--- src/rtl/lcc_pkg.sv ---
// Shared constants, codes and control types for the Luhn card number classifier.
// Used by lcc_controller, lcc_datapath and luhn_card_number_classifier_top.
package lcc_pkg;

  localparam int CARD_W      = 63;
  localparam int BIN_W       = 64;
  localparam int DIGITS      = 19;
  localparam int BCD_W       = DIGITS * 4;
  localparam int STEP_BITS   = 4;
  localparam int CONV_CYCLES = BIN_W / STEP_BITS;
  localparam int CONV_CNT_W  = $clog2(CONV_CYCLES);
  localparam int COUNT_W     = 5;
  localparam int CLASS_W     = 2;

  localparam logic [CLASS_W-1:0] CLS_NONE  = 2'd0;
  localparam logic [CLASS_W-1:0] CLS_34_37 = 2'd1;
  localparam logic [CLASS_W-1:0] CLS_51_55 = 2'd2;
  localparam logic [CLASS_W-1:0] CLS_LEAD4 = 2'd3;

  localparam logic [COUNT_W-1:0] LEN_13  = 5'd13;
  localparam logic [COUNT_W-1:0] LEN_15  = 5'd15;
  localparam logic [COUNT_W-1:0] LEN_16  = 5'd16;
  localparam logic [COUNT_W-1:0] LEN_MAX = 5'd19;

  typedef struct packed {
    logic load;
    logic conv;
    logic scan;
  } lcc_cmd_t;

  typedef struct packed {
    logic scan_done;
  } lcc_status_t;

endpackage

--- src/rtl/luhn_card_number_classifier_top.sv ---
// Top level of the Luhn card number classifier.
// Depends on lcc_pkg, lcc_controller and lcc_datapath.
//
// Usage: drive card_number and pulse start while busy is low; the number is
// transferred at that rising edge. busy stays high until the result is out.
// The result (issuer_class, luhn_ok, digit_count) is valid for exactly one
// cycle while done is high; the receiver cannot stall and must take it then.
// Operation: the number is turned into BCD four bits a cycle, then the digits
// are scanned one a cycle from the least significant end until none remain,
// then done is raised. A new number is taken only in idle, after done; the
// BCD shift-add loop and the per-digit scan set how long one number takes.
// Reset: synchronous rst returns the sequencer to idle, drops busy and done,
// and abandons any number in progress; no result is issued for it.
module luhn_card_number_classifier_top (
  input  logic                        clk,
  input  logic                        rst,
  input  logic                        start,
  output logic                        busy,
  input  logic [lcc_pkg::CARD_W-1:0]  card_number,
  output logic                        done,
  output logic [lcc_pkg::CLASS_W-1:0] issuer_class,
  output logic                        luhn_ok,
  output logic [lcc_pkg::COUNT_W-1:0] digit_count
);

  lcc_pkg::lcc_cmd_t    cmd;
  lcc_pkg::lcc_status_t status;

  lcc_controller u_ctrl (
    .clk    (clk),
    .rst    (rst),
    .start  (start),
    .status (status),
    .cmd    (cmd),
    .busy   (busy),
    .done   (done)
  );

  lcc_datapath u_dp (
    .clk          (clk),
    .card_number  (card_number),
    .cmd          (cmd),
    .status       (status),
    .issuer_class (issuer_class),
    .luhn_ok      (luhn_ok),
    .digit_count  (digit_count)
  );

`ifndef NO_ASSERTIONS
  a_accept_busy: assert property (@(posedge clk) disable iff (rst)
    (start && !busy) |=> busy)
    else $error("busy not raised after transfer");

  a_class_needs_ok: assert property (@(posedge clk) disable iff (rst)
    (done && issuer_class != lcc_pkg::CLS_NONE) |-> luhn_ok)
    else $error("issuer class given for number failing the check");

  a_count_range: assert property (@(posedge clk) disable iff (rst)
    done |-> digit_count <= lcc_pkg::LEN_MAX)
    else $error("digit count out of range");

  a_done_single: assert property (@(posedge clk) disable iff (rst)
    done |=> !done && !busy)
    else $error("result strobe longer than one cycle");
`endif

endmodule

--- src/rtl/lcc_datapath.sv ---
// Datapath: binary to BCD conversion, digit scan with Luhn sum, prefix and class.
// Depends on lcc_pkg; driven by lcc_controller through lcc_cmd_t.
module lcc_datapath (
  input  logic                          clk,
  input  logic [lcc_pkg::CARD_W-1:0]    card_number,
  input  lcc_pkg::lcc_cmd_t             cmd,
  output lcc_pkg::lcc_status_t          status,
  output logic [lcc_pkg::CLASS_W-1:0]   issuer_class,
  output logic                          luhn_ok,
  output logic [lcc_pkg::COUNT_W-1:0]   digit_count
);

  function automatic logic [lcc_pkg::BCD_W-1:0] dabble_step(
    input logic [lcc_pkg::BCD_W-1:0]     b,
    input logic [lcc_pkg::STEP_BITS-1:0] bits
  );
    logic [lcc_pkg::BCD_W-1:0] v;
    v = b;
    for (int k = 0; k < lcc_pkg::STEP_BITS; k++) begin
      for (int i = 0; i < lcc_pkg::DIGITS; i++) begin
        if (v[4*i +: 4] >= 4'd5) begin
          v[4*i +: 4] = v[4*i +: 4] + 4'd3;
        end
      end
      v = {v[lcc_pkg::BCD_W-2:0], bits[lcc_pkg::STEP_BITS-1-k]};
    end
    return v;
  endfunction

  logic [lcc_pkg::BIN_W-1:0]   bin;
  logic [lcc_pkg::BCD_W-1:0]   bcd;
  logic [3:0]                  sum;
  logic [3:0]                  sum_next;
  logic [lcc_pkg::COUNT_W-1:0] count;
  logic [3:0]                  hi;
  logic [3:0]                  lo;
  logic [3:0]                  d;
  logic [4:0]                  dbl;
  logic [4:0]                  v;
  logic [4:0]                  s;
  logic                        bcd_zero;

  assign d        = bcd[3:0];
  assign bcd_zero = (bcd == '0);
  assign dbl      = {d, 1'b0};

  always_comb begin
    if (count[0]) begin
      v = (dbl > 5'd9) ? (dbl - 5'd9) : dbl;
    end else begin
      v = {1'b0, d};
    end
    s        = {1'b0, sum} + v;
    sum_next = (s >= 5'd10) ? 4'(s - 5'd10) : s[3:0];
  end

  always_ff @(posedge clk) begin
    if (cmd.load) begin
      bin   <= {1'b0, card_number};
      bcd   <= '0;
      sum   <= '0;
      count <= '0;
      hi    <= '0;
      lo    <= '0;
    end else if (cmd.conv) begin
      bcd <= dabble_step(bcd, bin[lcc_pkg::BIN_W-1 -: lcc_pkg::STEP_BITS]);
      bin <= {bin[lcc_pkg::BIN_W-lcc_pkg::STEP_BITS-1:0], {lcc_pkg::STEP_BITS{1'b0}}};
    end else if (cmd.scan && !bcd_zero) begin
      bcd   <= {4'd0, bcd[lcc_pkg::BCD_W-1:4]};
      sum   <= sum_next;
      count <= count + 1'b1;
      hi    <= d;
      lo    <= hi;
    end
  end

  assign status.scan_done = bcd_zero;
  assign luhn_ok          = (sum == 4'd0);
  assign digit_count      = count;

  always_comb begin
    issuer_class = lcc_pkg::CLS_NONE;
    if (luhn_ok) begin
      if (hi == 4'd3 && (lo == 4'd4 || lo == 4'd7) && count == lcc_pkg::LEN_15) begin
        issuer_class = lcc_pkg::CLS_34_37;
      end else if (hi == 4'd5 && lo >= 4'd1 && lo <= 4'd5 && count == lcc_pkg::LEN_16) begin
        issuer_class = lcc_pkg::CLS_51_55;
      end else if (hi == 4'd4 && (count == lcc_pkg::LEN_13 || count == lcc_pkg::LEN_16)) begin
        issuer_class = lcc_pkg::CLS_LEAD4;
      end
    end
  end

endmodule

--- src/rtl/lcc_controller.sv ---
// Controller: sequences load, BCD conversion and digit scan, and raises the result strobe.
// Depends on lcc_pkg; commands lcc_datapath through lcc_cmd_t.
module lcc_controller (
  input  logic                 clk,
  input  logic                 rst,
  input  logic                 start,
  input  lcc_pkg::lcc_status_t status,
  output lcc_pkg::lcc_cmd_t    cmd,
  output logic                 busy,
  output logic                 done
);

  typedef enum logic [3:0] {
    ST_IDLE = 4'b0001,
    ST_CONV = 4'b0010,
    ST_SCAN = 4'b0100,
    ST_DONE = 4'b1000
  } state_t;

  state_t                         state;
  state_t                         state_next;
  logic [lcc_pkg::CONV_CNT_W-1:0] cnt;
  logic [lcc_pkg::CONV_CNT_W-1:0] cnt_next;

  always_comb begin
    state_next = state;
    cnt_next   = cnt;
    cmd        = '0;
    case (state)
      ST_IDLE: begin
        if (start) begin
          cmd.load   = 1'b1;
          cnt_next   = '0;
          state_next = ST_CONV;
        end
      end
      ST_CONV: begin
        cmd.conv = 1'b1;
        cnt_next = cnt + 1'b1;
        if (cnt == lcc_pkg::CONV_CNT_W'(lcc_pkg::CONV_CYCLES - 1)) begin
          state_next = ST_SCAN;
        end
      end
      ST_SCAN: begin
        cmd.scan = 1'b1;
        if (status.scan_done) begin
          state_next = ST_DONE;
        end
      end
      ST_DONE: begin
        state_next = ST_IDLE;
      end
      default: begin
        state_next = ST_IDLE;
      end
    endcase
  end

  always_ff @(posedge clk) begin
    if (rst) begin
      state <= ST_IDLE;
      cnt   <= '0;
    end else begin
      state <= state_next;
      cnt   <= cnt_next;
    end
  end

  assign busy = (state != ST_IDLE);
  assign done = (state == ST_DONE);

`ifndef NO_ASSERTIONS
  a_done_after_scan: assert property (@(posedge clk) disable iff (rst)
    done |-> $past(state) == ST_SCAN)
    else $error("result strobe not preceded by digit scan");

  a_scan_enters_clean: assert property (@(posedge clk) disable iff (rst)
    (state == ST_SCAN && $past(state) == ST_CONV) |-> cnt == '0)
    else $error("conversion counter did not wrap on entry to scan");

  a_conv_from_load: assert property (@(posedge clk) disable iff (rst)
    cmd.load |=> state == ST_CONV && cnt == '0)
    else $error("load did not start conversion");
`endif

endmodule
--- config.mk ---
export PLATFORM = sky130hd
export DESIGN_NAME = luhn_card_number_classifier_top
export DESIGN_NICKNAME = d
export VERILOG_FILES = /design/src/rtl/lcc_pkg.sv /design/src/rtl/luhn_card_number_classifier_top.sv /design/src/rtl/lcc_datapath.sv /design/src/rtl/lcc_controller.sv
export SDC_FILE = /design/constraint.sdc
export NUM_CORES = 1
export LEC_CHECK = 0
export CAP_MARGIN = 20
export CORE_ASPECT_RATIO = 1.1
export CORE_MARGIN = 2
export CORE_UTILIZATION = 30
export DETAILED_ROUTE_END_ITERATION = 10
export DONT_BUFFER_PORTS = 1
export GPL_TIMING_DRIVEN = 0
export REMOVE_ABC_BUFFERS = 1
export SYNTH_ARGS = -nofsm -noshare
export SYNTH_HDL_FRONTEND = slang
export SYNTH_SLANG_ARGS = --single-unit
--- constraint.sdc ---
create_clock -name clk -period 3.63 [get_ports clk]
set_clock_uncertainty 0.15 [all_clocks]
set_input_delay 0.363 -clock clk [delete_from_list [all_inputs] [get_ports clk]]
set_output_delay 0.363 -clock clk [all_outputs]
set_load 0.02 [all_outputs]
### Word level (Yosys, flattened, before mapping)

Cells that the tools add are included.

* input port bits: 66
* word-level logic and storage cells: 417
* register bits: 165
* output and inout port bits: 10

* add/subtract/negate cells: 81
* multiplexer cells: 211
* $lt $le $gt $ge: 80
* bitwise operators: 1
* reductions and logical operators: 18
* equal/unequal tests: 17

Operators by type and width (number)
* 4-bit 2-to-1 mux: 185
* 4-bit by 3-bit greater-or-equal comparator with 1-bit output (second input constant): 76
* 4-bit by 2-bit adder with 4-bit output (second input constant): 72
* 76-bit 2-to-1 mux: 2
* 63-bit 2-to-1 mux: 2
* 76-bit logical NOT: 1
* 3-bit 2-to-1 mux: 10
* 4-bit by 3-bit == test with 1-bit output (second input constant): 5
* 3-bit by 2-bit adder with 3-bit output (second input constant): 4
* 4-bit case mux with 3 select lines: 1
* 5-bit by 4-bit == test with 1-bit output (second input constant): 2
* 5-bit 2-to-1 mux: 2
* 4-bit by 2-bit == test with 1-bit output (second input constant): 2
* 4-bit == test (second input constant): 2
* 2-bit 2-to-1 mux: 4
* 4-bit case mux with 2 select lines: 1
* 1-bit logical AND: 7
* 2-bit nonzero test: 3
* 4-bit by 5-bit adder with 5-bit output: 1
* 5-bit by 1-bit adder with 5-bit output (second input constant): 1
* 5-bit == test (second input constant): 1
* 5-bit by 4-bit greater-or-equal comparator with 1-bit output (second input constant): 1
* 5-bit by 4-bit > comparator with 1-bit output (second input constant): 1
* 5-bit by 4-bit subtractor with 5-bit output (second input constant): 1
* 15 further kinds: 21

### Longest topological paths before layout

Gate-level depths: netlist of the first run.

* word-level depth: 15
* gate-level depth with buffers: 19
* mapped depth without buffers: 19

### Cells and area by module

From an unflattened synthesis of the first run, not the netlist that was laid out.

* cells, all modules: 1833
* area, all modules: 15474.8 µm²

Modules (own cells, without submodules)
* lcc_datapath: times used 1, cells each 1793, area each 15092.0 µm²
* lcc_controller: times used 1, cells each 40, area each 382.9 µm²

### Worst setup path after synthesis of the first run

Ideal clock, no wire load.

* path kind: flip-flop to flip-flop
* start point: register u_dp.bcd[8] (netlist name)
* end point: register u_dp.bcd[13] (netlist name)
* arrival time: 3.596 ns
* data required time: 3.404 ns
* setup slack: -0.192 ns
* buffers on the path: 0
* stages on the path, launching flop included: 19
* library setup time: 0.076 ns
* period minus slack after synthesis: 3.822 ns
* cells stage by stage: dfxtp_1 > inv_1 > ha_1 > nor2b_1 > or3_1 > and2_1 > inv_1 > ha_1 > o21bai_1 > a211oi_1 > nor2_1 > inv_1 > ha_1 > nor4_1 > a221oi_1 > o32a_1 > or2_2 > mux2_2 > o22ai_1

* word-level cells in the longest chain between the ends: 15
* elaborated cells on any way between the ends: 33
* those cells by class: add/sub (6); order compare (6); mux (17); reduce/logical (4)

RTL lines
* start, declared: line lcc_datapath.sv:31 `logic [lcc_pkg::BCD_W-1:0] bcd;`
* start signal, assigned: line lcc_datapath.sv:66 `bcd <= dabble_step(bcd, bin[lcc_pkg::BIN_W-1 -: lcc_pkg::STEP_BITS]);`
* start signal, assigned: line lcc_datapath.sv:69 `bcd <= {4'd0, bcd[lcc_pkg::BCD_W-1:4]};`
* 4-bit by 2-bit adder with 4-bit output or 4-bit by 3-bit greater-or-equal comparator with 1-bit output (tied branches): line lcc_datapath.sv:22, lcc_datapath.sv:21
* 4-bit 2-to-1 mux: line lcc_datapath.sv:21 `if (v[4*i +: 4] >= 4'd5) begin`
* 4-bit 2-to-1 mux: line lcc_datapath.sv:65 `end else if (cmd.conv) begin`
* 4-bit 2-to-1 mux: line lcc_datapath.sv:58 `if (cmd.load) begin`
* 4-bit by 2-bit adder with 4-bit output or 4-bit by 3-bit greater-or-equal comparator with 1-bit output (tied branches): line lcc_datapath.sv:22, lcc_datapath.sv:21
* 4-bit 2-to-1 mux: line lcc_datapath.sv:21
* 4-bit 2-to-1 mux: line lcc_datapath.sv:65
* 4-bit 2-to-1 mux: line lcc_datapath.sv:58
* 4-bit by 2-bit adder with 4-bit output or 4-bit by 3-bit greater-or-equal comparator with 1-bit output (tied branches): line lcc_datapath.sv:22, lcc_datapath.sv:21
* 4-bit 2-to-1 mux: line lcc_datapath.sv:21
* 4-bit 2-to-1 mux: line lcc_datapath.sv:65
* 4-bit 2-to-1 mux: line lcc_datapath.sv:58
* 4-bit by 2-bit adder with 4-bit output or 4-bit by 3-bit greater-or-equal comparator with 1-bit output (tied branches): line lcc_datapath.sv:22, lcc_datapath.sv:21
* 4-bit 2-to-1 mux: line lcc_datapath.sv:21
* 76-bit 2-to-1 mux: line lcc_datapath.sv:65

Parallel ways exist; a longest one is shown, timed or not. The select of a mux whose other input is x is not followed.
A chain may end at the register's enable or synchronous reset.

### Worst setup path after layout of the first run

* start point: register u_dp.bcd[57] (netlist name)
* end point: register u_dp.bcd[64] (netlist name)

The elaborated chain is that of the path after synthesis.

==> summary.txt, run 1 <==
Run status
  – Status: finished with violations
  – Failing checks: negative setup slack

Final layout
  – Area growth syn-to-layout: 31.10%
  – Commonest non-fill, non-tap cell in the layout: nand2_1
  – Inserted Diodes: 0
  – Final #Nets: approximately 2300
  – Fill cells: 4921
  – Layout cell share with drive strength beyond 1: 24.18%
  – Fin util: between 30% and 40%
  – Most frequent cells in the layout: nand2_1, nor2_1, buf_4

Power and ir drop
  – LEAKAGE: 7.499 nW
  – Sequential power share: between 30% and 40%
  – Combinational group share of total power: 40.3%
  – VDD IR-drop max: 0.2381 mV
  – Total power divided by cell area: 353.3 nW/um2
  – Switching part of the total: about 38%
  – Proportion of power drawn by the clock network: 26.4%
  – Net Switching: 0.002649 W
  – P_int: 0.004341 W

STA
  – Minimum clock period after layout: 3.683 ns
  – Min Hold Slack: 0.04937 ns
  – Total negative slack: -0.07901 ns
  – Slew margin rel.: between 30% and 40%
  – RSZ-0062 raised after global routing: true
  – Max Clk Rate: 271.5 MHz
  – Slew @ Worst Pin: 0.9980 ns
  – Max Transition Viols Final: 0
  – Worst setup margin: -0.05274 ns
  – Hold Vio Cnt, Final: 0
  – Final Cycle Share: 101.5%
  – Final setup violation count: 2

Clock tree
  – Clock latency on the worst-skew pair: 0.46 ns
  – CTS tree: done
  – Root Buffer Master: clkbuf_16
  – H-tree depth: 4
  – Clock Sinks: approximately 170
  – Number of CTS-inserted buffers: 17
  – Worst-case clock buffer depth: 2
  – Clock-pin slew on the worst setup and hold paths: 0.08 ns

Synth
  – Synthesized flop and latch total: 165
  – Mean Syn Cell Area: 7.628 um2
  – Cell taking the most area after synthesis: dfxtp_1
  – Post-synth EDFFs: 63
  – Cells after Synth: 1978
  – Synth warn: 0
  – Library cells used by synthesis: 86
  – Asr flop ratio synth: 0%
  – Top cell type's share of synthesized area: 13.53%
  – Post-Syn Area: about 15000 um2
  – Top FF cell, synth: dfxtp_1
  – Sequential share of the synthesized area: 26.07%
  – Top post-synthesis cells by area: dfxtp_1, edfxtp_1, ha_1

Setup path
  – Setup Crit Path Kind: flip-flop to flip-flop
  – Delay of the slowest critical-path stage: ~0.36 ns
  – Reg2reg path depth: 17
  – Worst EP required: 3.79 ns
  – Worst R2R Start: u_dp.bcd[57]$_SDFFE_PP0P_
  – Critical-path cell list: inv_2, ha_4, nor2b_4, or3_1, and2_4, inv_4, ha_4, o21ai_2, a31oi_2, inv_1, ha_2, or3_1, a31o_2, mux2_4, o21a_1, nor3b_2, nor3_1
  – Worst-path maximum fanout: 5
  – Arr. time, crit path: 3.84 ns
  – Worst R2R End: u_dp.bcd[64]$_SDFFE_PP0P_
  – Crit path buffers/inverters: 3
  – Cell depth of the worst setup path: 17
  – Max stage delay cell, worst path: or3_1
  – CP startpoint kind: flip-flop
  – Critical Path Sink Type: flip-flop
  – R2r setup slk: -0.05 ns
  – Kind of cell adding the most delay to the critical path: simple AND/OR/NAND/NOR gates

Route
  – DR pass1 iterations: 6
  – Via count: about 15000
  – Detail Route Antenna Nets: 0
  – DRC Markers: 0
  – Vias/cell: between 5 and 6
  – Final wirelength: 43990 um
  – Wire length per cell: approximately 16 um
  – Detailed Route Iter0 Violations: between 1000 and 1500

Floorplan
  – FP Rows: 86
  – Initial Util: 30.22%
  – Die Ht: about 240 um
  – I/O pins: 76
  – Die Wd: ~220 um
  – Core area: around 50000 um2
  – Die area: 52110 um2

Global route
  – Vias in the first global route: 14160
  – Total GRT Usage: between 10% and 20%
  – Antenna violations before repair: 0
  – GR Overflow Total: 0
  – Largest net degree at the start of global routing: 81
  – Global-route wire length before repair: approximately 67000 um

Placed design
  – Worst slack, placed: -0.9103 ns
  – Buffers on Ports: 0
  – Post-DP HPWL: between 20000 and 30000 um
  – RePlAce Congestion: 0.8302

Min path
  – Worst Hold Class: primary input to flip-flop
  – Hold Path Origin: start
  – Hold depth: 2
  – Worst-case hold path end point: u_ctrl.state[3]$_SDFFE_PP0P_

Job
  – Max Cap Viol: 0
## cell type report
class / instances / area, um2 / share of cell area (%)
clock buffer: 17 / 425.4 / 2.151
clock inverter: 15 / 168.9 / 0.8539
inverter: 110 / 444.2 / 2.246
multi-input combinational: 1615 / 11960 / 60.45
sequential: 165 / 4026 / 20.36
tap: 660 / 825.8 / 4.175
timing repair buffer: 212 / 1932 / 9.767
## logic make-up (layout without fill, tap and decap cells)
group           Yosys count  count (layout)  synth area share [%]
fa+ha+maj               101             101                 8.425
simple gates            703             705                 21.73
buf+inv                 200             354                 5.158
xor+xnor                 77              77                 4.818
flops                   165             165                 26.07
compound gates          664             664                 29.07
mux                      68              68                 4.718
## per-layer routing
metal / GRT usage [%] / routed length (um) / up-vias
met5: 0 / 0 / -
met2: 26.99 / 22290 / 345
met3: 2.438 / 1765 / 70
met1: 19.06 / 18960 / 7433
met4: 5.648 / 981 / 0
li1: - / - / 7542
## cell usage after synthesis (all sizes together) (23+ instances only)
cell type  number
a211oi         29
a21o           24
a21oi         140
a22oi          64
a31oi          42
buf            23
clkbuf         67
dfxtp         102
edfxtp         63
ha            100
inv           110
mux2           25
mux2i          43
nand2         302
nand2b         34
nand3          38
nor2          144
nor3           40
nor3b          27
o21ai         149
o22ai          42
xnor2          50
xor2           27
## timing repair
action,4_1_cts,5_1_grt
hold buffers,65,0
setup buffers,39,88
pin swaps,21,88
setup endpoints to repair,76,74
endpoints found under the hold margin,71,0
gates cloned,1,1
resized for setup,139,249
## how the worst max path moves through the flow
stage	from	end	slack, ns
finish	u_dp.bcd[57]$_SDFFE_PP0P_	u_dp.bcd[64]$_SDFFE_PP0P_	-0.05
CTS	u_dp.bcd[68]$_SDFFE_PP0P_	u_dp.bcd[74]$_SDFFE_PP0P_	-0.02
detailed placement	u_dp.bcd[0]$_SDFFE_PP0P_	u_dp.bcd[7]$_SDFFE_PP0P_	-0.91
global placement	u_dp.bcd[4]$_SDFFE_PP0P_	u_dp.bcd[48]$_SDFFE_PP0P_	-16.24
global route	u_dp.bcd[61]$_SDFFE_PP0P_	u_dp.bcd[64]$_SDFFE_PP0P_	-0.21
floorplan	u_dp.bcd[4]$_SDFFE_PP0P_	u_dp.bcd[64]$_SDFFE_PP0P_	-6.59
## registers in the layout, summed over array words and instances, names as in the netlist
signal	flops
u_ctrl.state	4
u_dp.hi	4
u_dp.bcd	76
u_ctrl.cnt	4
u_dp.bin	64
u_dp.sum	4
u_dp.lo	4
u_dp.digit_count	5
## stage by stage
step	power, W	std cells	instance area [um2]
after CTS	0.006567	2706	18050
after global routing	0.007380	2794	19780
after detailed placement	0.004343	2569	15900
final	0.006989	2794	19780
after global placement	0.004221	2548	15550
after floorplan	0.003832	1888	14720
## power groups by stage
| stage | logic [W] | clock network, W | registers, W |
|---|---|---|---|
| 2_1_floorplan | 0.00152 | 0 | 0.00232 |
| 3_3_place_gp | 0.00186 | 0 | 0.00236 |
| 3_5_place_dp | 0.00198 | 0 | 0.00236 |
| 4_1_cts | 0.00238 | 0.00187 | 0.00231 |
| 5_1_grt | 0.00309 | 0.00195 | 0.00235 |
| 6_report | 0.00282 | 0.00184 | 0.00233 |
## worst register-to-register path, stage by stage (launching register included)
cell     delay (ns)
dfxtp_2        0.35
inv_2          0.09
ha_4           0.17
nor2b_4        0.12
or3_1          0.34
and2_4         0.16
inv_4          0.07
ha_4           0.14
o21ai_2        0.07
a31oi_2        0.25
inv_1          0.07
ha_2           0.20
or3_1          0.36
a31o_2         0.26
mux2_4         0.30
o21a_1         0.20
nor3b_2        0.19
nor3_1         0.06
Power figures use the tool's default switching activity.
==> inputs of run 2 (changes only) <==
Settings changed: PLACE_DENSITY_LB_ADDON set to 0.12, REMOVE_ABC_BUFFERS 1 to unset, SYNTH_HIERARCHICAL set to 1.
==> summary.txt, run 2 <==
Synth
  – Post-Synth Simple-Gate Area: 18.60% (-3.1 points)
  – Synthesized flop and latch total: 165 (unchanged)
  – Top FF cell, synth: dfxtp_1
  – Post-Syn Area: 15470 um2 (+2.6%)
  – Synth warn: 6 (+6)
  – Area share of fa/ha/maj cells after synthesis: 8.457% (+0.032 points)
  – Post-synth EDFFs: 63 (unchanged)
  – Mean Syn Cell Area: 8.442 um2 (+11%)
  – Compound-Gate Fraction of Synth Area: 26.65% (-2.4 points)
  – Count leader, synth: nand2_1
  – Net Count, Synth: 2003
  – Mux cell area share after synthesis: 10.34% (+5.6 points)
  – Asr flop ratio synth: 0% (unchanged)
  – Main combinational cell family by area after synthesis: compound AO/OA/AOI/OAI gates
  – Cells after Synth: 1833 (-7.3%)
  – Synth top cells by count: nand2_1, a21oi_1, nor2_1
  – Cell taking the most area after synthesis: dfxtp_1
  – Post-synthesis xor/xnor area fraction: 5.870% (+1.1 points)
  – Library cells used by synthesis: 104 (+21%)
  – Sequential share of the synthesized area: 25.42% (-0.65 points)
  – Top post-synthesis cells by area: dfxtp_1, edfxtp_1, ha_1
  – Top cell type's share of synthesized area: 13.20% (-0.34 points)

Floorplan
  – Initial Util: 30.25% (about the same)
  – FP Rows: 87 (+1.2%)
  – I/O pins: 76 (unchanged)
  – Core area: 51160 um2 (+2.5%)
  – Die Wd: 220.6 um (+1.3%)
  – Die area: 53420 um2 (+2.5%)
  – Die Ht: 242.2 um (+1.3%)

Route
  – Max layer used: met4
  – Final wirelength: 48730 um (+11%)
  – Vias/cell: 5.347 (-2.9%)
  – Detailed Route Iter0 Violations: 738 (-26%)
  – Metal-1 WL: 21950 um (+16%)
  – Via count: 14310 (-7.0%)
  – DR pass1 iterations: 5 (-1)
  – Wire length per cell: 18.20 um (+16%)
  – Routed wl met2: 24480 um (+9.8%)
  – Met3 Routed Length: 1365 um (-23%)
  – Detail Route Antenna Nets: 0 (unchanged)
  – DRC Markers: 0 (unchanged)

Clock tree
  – Number of CTS-inserted buffers: 17 (unchanged)
  – Clock latency on the worst-skew pair: 0.46 ns (about the same)
  – Worst-case clock buffer depth: 2 (unchanged)
  – Clock Sinks: 165 (unchanged)
  – H-tree depth: 4 (unchanged)
  – CTS tree: done
  – Root Buffer Master: clkbuf_16
  – Clock-pin slew on the worst setup and hold paths: 0.07 ns (about the same)

Placed design
  – Worst slack, placed: -0.4722 ns (+0.4382 ns)
  – Placed cell count: 2502 (-2.6%)
  – RePlAce Congestion: 0.8254 (-0.58%)
  – Post-DP HPWL: 35170 um (+24%)
  – Buffers on Ports: 0 (unchanged)

STA
  – Slew @ Worst Pin: 0.9609 ns (-0.03708 ns)
  – RSZ-0062 raised after global routing: true
  – Minimum clock period after layout: 3.507 ns (-0.1759 ns)
  – Total negative slack: 0 ns (+0.07901 ns)
  – Final setup violation count: 0 (-2)
  – Worst setup margin: 0.1231 ns (+0.1759 ns)
  – Max Transition Viols Final: 0 (unchanged)
  – Hold Vio Cnt, Final: 0 (unchanged)
  – Final Cycle Share: 96.61% (-4.8 points)
  – Slew margin rel.: 35.04% (+2.5 points)
  – Max Clk Rate: 285.2 MHz (+5.0%)

Setup path
  – Worst R2R Start: u_ctrl/state[3]$_SDFFE_PP0P_
  – R2r setup slk: 0.12 ns (+0.18 ns)
  – Reg2reg path depth: 6 (-11)
  – Worst-path maximum fanout: 10 (+5)
  – CP startpoint kind: flip-flop
  – Worst EP required: 3.76 ns (-0.03 ns)
  – Critical Path Sink Type: flip-flop
  – Arr. time, crit path: 3.64 ns (-0.20 ns)
  – Worst R2R End: u_dp/bcd[14]$_SDFFE_PP0P_
  – Setup Crit Path Kind: flip-flop to flip-flop

Min path
  – Worst-case hold path end point: u_ctrl/cnt[3]$_SDFFE_PP0P_
  – Hold Path Origin: start
  – Worst Hold Class: primary input to flip-flop
  – Hold depth: 2 (unchanged)

Global route
  – Vias in the first global route: 13630 (-3.7%)
  – GR Overflow Total: 0 (unchanged)
  – Largest net degree at the start of global routing: 64 (-21%)
  – Global-route wire length before repair: 74790 um (+11%)
  – Total GRT Usage: 17.80% (+2.4 points)
  – Antenna violations before repair: 0 (unchanged)

Final layout
  – Layout cell share with drive strength beyond 1: 26.53% (+2.4 points)
  – Max FFs per register: 76 (unchanged)
  – Area growth syn-to-layout: 26.69%
  – Fill cells: 5201 (+5.7%)
  – Commonest non-fill, non-tap cell in the layout: nand2_1
  – Largest regs: u_dp/bcd x76, u_dp/bin x64, u_dp/digit_count x5
  – Most flop-heavy register: u_dp/bcd
  – Final #Nets: 2167 (-5.3%)
  – Most frequent cells in the layout: nand2_1, nor2_1, a21oi_1
  – Fin cells: 2677 (-4.2%)

Power and ir drop
  – LEAKAGE: 7.162 nW (-4.5%)
  – Combinational group share of total power: 48.4% (+8.1 points)
  – Switching part of the total: 39.77% (+1.9 points)
  – Total power: 0.007998 W (+14%)
  – Sequential power share: 27.8% (-5.5 points)
  – Net Switching: 0.003181 W (+20%)
  – Proportion of power drawn by the clock network: 23.8% (-2.6 points)
  – VDD IR-drop max: 0.4031 mV (+69%)
  – P_int: 0.004817 W (+11%)
  – Total power divided by cell area: 408.0 nW/um2 (+15%)

Job
  – Max Cap Viol: 0 (unchanged)

Run status
  – Status: finished clean
-- run 2: repair_timing --
item	CTS	global route
buffers inserted	14	63
resized for setup	83	240
hold buffers	65	0
hold endpoints to repair	71	0
pin swaps	7	59
setup endpoints to repair	87	96
-- run 2: how the worst max path moves through the flow --
stage / from / endpoint / slack [ns] / cells after the start
global placement: u_dp/bcd[69]$_SDFFE_PP0P_ / u_dp/bcd[73]$_SDFFE_PP0P_ / -0.40 / 14
floorplan: u_dp/bcd[69]$_SDFFE_PP0P_ / u_dp/bcd[73]$_SDFFE_PP0P_ / 0.09 / 14
finish: u_ctrl/state[3]$_SDFFE_PP0P_ / u_dp/bcd[14]$_SDFFE_PP0P_ / 0.12 / 6
detailed placement: u_dp/bcd[69]$_SDFFE_PP0P_ / u_dp/bcd[73]$_SDFFE_PP0P_ / -0.47 / 14
global route: u_dp/bcd[9]$_SDFFE_PP0P_ / u_dp/bcd[9]$_SDFFE_PP0P_ / -0.08 / 16
CTS: u_dp/bcd[73]$_SDFFE_PP0P_ / u_dp/bcd[73]$_SDFFE_PP0P_ / -0.07 / 17
-- run 2: cell families after synthesis --
family,after synthesis
and+or+nand+nor,587
AOI/OAI and AO/OA,563
buffers and inverters,184
DFF,165
muxes,149
adders and majority gates,104
xor gates and xnor gates,81
-- run 2: power groups by stage --
stage | logic, W | clock network (W) | registers (W)
detailed placement | 0.00308 | 0 | 0.00225
floorplan | 0.00245 | 0 | 0.00220
CTS | 0.00339 | 0.00196 | 0.00221
global placement | 0.00301 | 0 | 0.00225
finish | 0.00387 | 0.00191 | 0.00222
global route | 0.00424 | 0.00203 | 0.00224
-- run 2: metal layers --
layer	global-route usage [%]	up-vias
met4	4.549	0
met3	2.724	44
li1	-	7074
met1	22.92	6991
met5	0	-
met2	30.79	204
-- run 2: stage by stage --
step                hold slack, ns  utilization [%]  cell area (um2)
floorplan                   0.2821                -            15480
global placement            0.2855            31.88            16310
detailed placement          0.2850            31.95            16350
CTS                        0.02409            35.42            18120
global route               0.04382            38.32            19600
finish                     0.04656            38.32            19610
-- run 2: cell type report --
class                           count  area, um2  area share (%)
Inverter                          118      447.9           2.285
Buffer                             66      306.5           1.564
Multi-Input combinational cell   1484      12150           61.96
Clock inverter                     13      166.4          0.8488
Tap cell                          667      834.6           4.257
Antenna cell                        1      2.502         0.01276
Sequential cell                   165       4004           20.42
Clock buffer                       18      429.2           2.189
Timing Repair Buffer              145       1266           6.459
-- run 2: worst max-delay path: stages (launching register included) --
cell,delay (ns)
dfxtp_1,0.36
or4b_4,0.57
inv_1,0.17
clkbuf_1,0.48
clkbuf_1,0.62
clkbuf_1,0.78
a311oi_1,0.19
==> inputs of run 3 (changes only) <==
Settings changed: PLACE_DENSITY_LB_ADDON 0.12 to 0.3.
==> summary.txt, run 3 (synthesized netlist as in run 2, its figures left out) <==
Final layout
  – Layout cell share with drive strength beyond 1: 26.35% (-0.18 points)
  – Largest regs: u_dp/bcd x76, u_dp/bin x64, u_dp/digit_count x5
  – Fill cells: 5071 (-2.5%)
  – Area growth syn-to-layout: 26.18%
  – Max FFs per register: 76 (unchanged)
  – Final #Nets: 2161 (-0.28%)
  – Most flop-heavy register: u_dp/bcd
  – Post-Layout Inst Area: 19530 um2 (-0.40%)
  – Most frequent cells in the layout: nand2_1, nor2_1, a21oi_1
  – Commonest non-fill, non-tap cell in the layout: nand2_1
  – Inserted Diodes: 0 (-1)

STA
  – Slew @ Worst Pin: 1.172 ns (+0.2114 ns)
  – Final setup violation count: 0 (unchanged)
  – Worst setup margin: 0.08119 ns (-0.04196 ns)
  – Max Transition Viols Final: 0 (unchanged)
  – Slew margin rel.: 20.75% (-14 points)
  – Max Clk Rate: 281.8 MHz (-1.2%)
  – Final Cycle Share: 97.76% (+1.2 points)
  – RSZ-0062 raised after global routing: true
  – Hold Vio Cnt, Final: 0 (unchanged)
  – Minimum clock period after layout: 3.549 ns (+0.04196 ns)

Global route
  – Global-route wire length before repair: 72460 um (-3.1%)
  – Largest net degree at the start of global routing: 71 (+11%)
  – Vias in the first global route: 13640 (+0.051%)
  – Antenna violations before repair: 0 (unchanged)
  – GR Overflow Total: 0 (unchanged)
  – Total GRT Usage: 16.97% (-0.82 points)

Clock tree
  – CTS tree: done
  – Clock-pin slew on the worst setup and hold paths: 0.07 ns (about the same)
  – Clock Sinks: 165 (unchanged)
  – Clock latency on the worst-skew pair: 0.46 ns (about the same)
  – Root Buffer Master: clkbuf_16
  – Worst-case clock buffer depth: 2 (unchanged)
  – H-tree depth: 4 (unchanged)
  – Number of CTS-inserted buffers: 17 (unchanged)

Setup path
  – Cell depth of the worst setup path: 15 (+9)
  – Max stage delay cell, worst path: or3b_2
  – Worst EP required: 3.82 ns (+0.06 ns)
  – Worst-path maximum fanout: 4 (-6)
  – Critical-path cell list: clkinvlp_4, buf_4, ha_4, or3b_2, nand2_1, nor2_1, a2bb2oi_2, inv_2, ha_1, nor2_1, o311a_4, ha_1, nand2b_1, a211o_1, a32o_1
  – Arr. time, crit path: 3.74 ns (+0.10 ns)
  – Reg2reg path depth: 15 (+9)
  – Kind of cell adding the most delay to the critical path: compound AO/OA/AOI/OAI gates
  – R2r setup slk: 0.08 ns (-0.04 ns)
  – Crit path buffers/inverters: 3 (-1)
  – Delay of the slowest critical-path stage: 0.45 ns (-0.33 ns)
  – Critical Path End: u_dp/bcd[73]$_SDFFE_PP0P_
  – Worst R2R Start: u_dp/bcd[73]$_SDFFE_PP0P_
  – Setup Crit Path Kind: flip-flop to flip-flop
  – Crit path from: u_dp/bcd[73]$_SDFFE_PP0P_
  – Critical Path Sink Type: flip-flop
  – Worst R2R End: u_dp/bcd[73]$_SDFFE_PP0P_
  – CP startpoint kind: flip-flop

Placed design
  – Dpl cell area: 16350 um2 (about the same)
  – Worst slack, placed: -0.3622 ns (+0.1099 ns)
  – Post-DP HPWL: 33070 um (-6.0%)
  – Buffers on Ports: 0 (unchanged)
  – RePlAce Congestion: 0.8263 (+0.11%)

Power and ir drop
  – Total power: 0.007878 W (-1.5%)
  – LEAKAGE: 7.101 nW (-0.86%)
  – Total power divided by cell area: 403.5 nW/um2 (-1.1%)
  – VDD IR-drop max: 0.3699 mV (-8.2%)

Floorplan
  – Die area: 53420 um2 (unchanged)
  – Initial Util: 30.25% (unchanged)
  – Die Ht: 242.2 um (unchanged)
  – Die Wd: 220.6 um (unchanged)
  – I/O pins: 76 (unchanged)
  – Core area: 51160 um2 (unchanged)
  – FP Rows: 87 (unchanged)

Min path
  – Worst Hold Class: primary input to flip-flop

Route
  – Detail Route Antenna Nets: 0 (unchanged)
  – Vias/cell: 5.389 (+0.79%)
  – DRC Markers: 0 (unchanged)
  – Final wirelength: 47180 um (-3.2%)
  – DR pass1 iterations: 5 (unchanged)
  – Via count: 14390 (+0.57%)
  – Wire length per cell: 17.66 um (-3.0%)
  – Detailed Route Iter0 Violations: 843 (+14%)

Job
  – Max Cap Viol: 0 (unchanged)

Run status
  – Status: finished clean
-- run 3: per-layer routing --
layer,GRT usage [%],wire length (um)
met1,21.50,20650
met2,29.50,23710
met3,2.699,1730
met4,4.784,1088
met5,0,0
-- run 3: how the worst min path moves through the flow --
| stage | from | endpoint | slack, ns | depth (start not counted) |
|---|---|---|---|---|
| 2_1_floorplan | rst | u_ctrl/cnt[1]$_SDFFE_PP0P_ | 0.28 | 1 |
| 3_3_place_gp | rst | u_ctrl/cnt[1]$_SDFFE_PP0P_ | 0.29 | 1 |
| 6_report | start | u_ctrl/cnt[3]$_SDFFE_PP0P_ | 0.03 | 2 |
| 4_1_cts | start | u_ctrl/cnt[3]$_SDFFE_PP0P_ | 0.008 | 2 |
| 3_5_place_dp | rst | u_ctrl/cnt[1]$_SDFFE_PP0P_ | 0.29 | 1 |
| 5_1_grt | start | u_ctrl/cnt[3]$_SDFFE_PP0P_ | 0.05 | 2 |
-- run 3: power by group --
part / total (W) / internal (W) / switching [W] / leakage [nW]
logic: 0.00383 / 0.00168 / 0.00215 / 5.37
registers: 0.00222 / 0.00208 / 0.000141 / 1.45
clock network: 0.00183 / 0.000917 / 0.000911 / 0.277
total: 0.00788 / 0.00468 / 0.00320 / 7.10
-- run 3: repair_timing --
item	CTS	global route
pin swaps	7	52
hold buffers	64	0
buffers inserted	9	65
endpoints found under the setup margin	87	90
endpoints found under the hold margin	71	0
gates resized for setup	55	241
-- run 3: area by class of cell --
class,count,area (um2),share of cell area [%]
clock buffers,17,425.4,2.179
clock inverters,15,151.4,0.7753
multi-input cells,1484,12140,62.16
well taps,667,834.6,4.274
repair buffers,139,1236,6.331
inverters,118,451.7,2.313
flip-flops and latches,165,3999,20.48
plain buffers,66,291.5,1.493
-- run 3: through the flow --
stage / hold WS [ns] / util [%] / std cells / setup TNS (ns)
2_1_floorplan: 0.2821 / - / 1833 / 0
3_3_place_gp: 0.2865 / 31.88 / 2500 / -11.96
3_5_place_dp: 0.2854 / 31.95 / 2501 / -9.182
4_1_cts: 0.007776 / 35.08 / 2606 / -0.1142
5_1_grt: 0.04518 / 38.17 / 2671 / -0.8554
6_report: 0.03278 / 38.17 / 2671 / 0
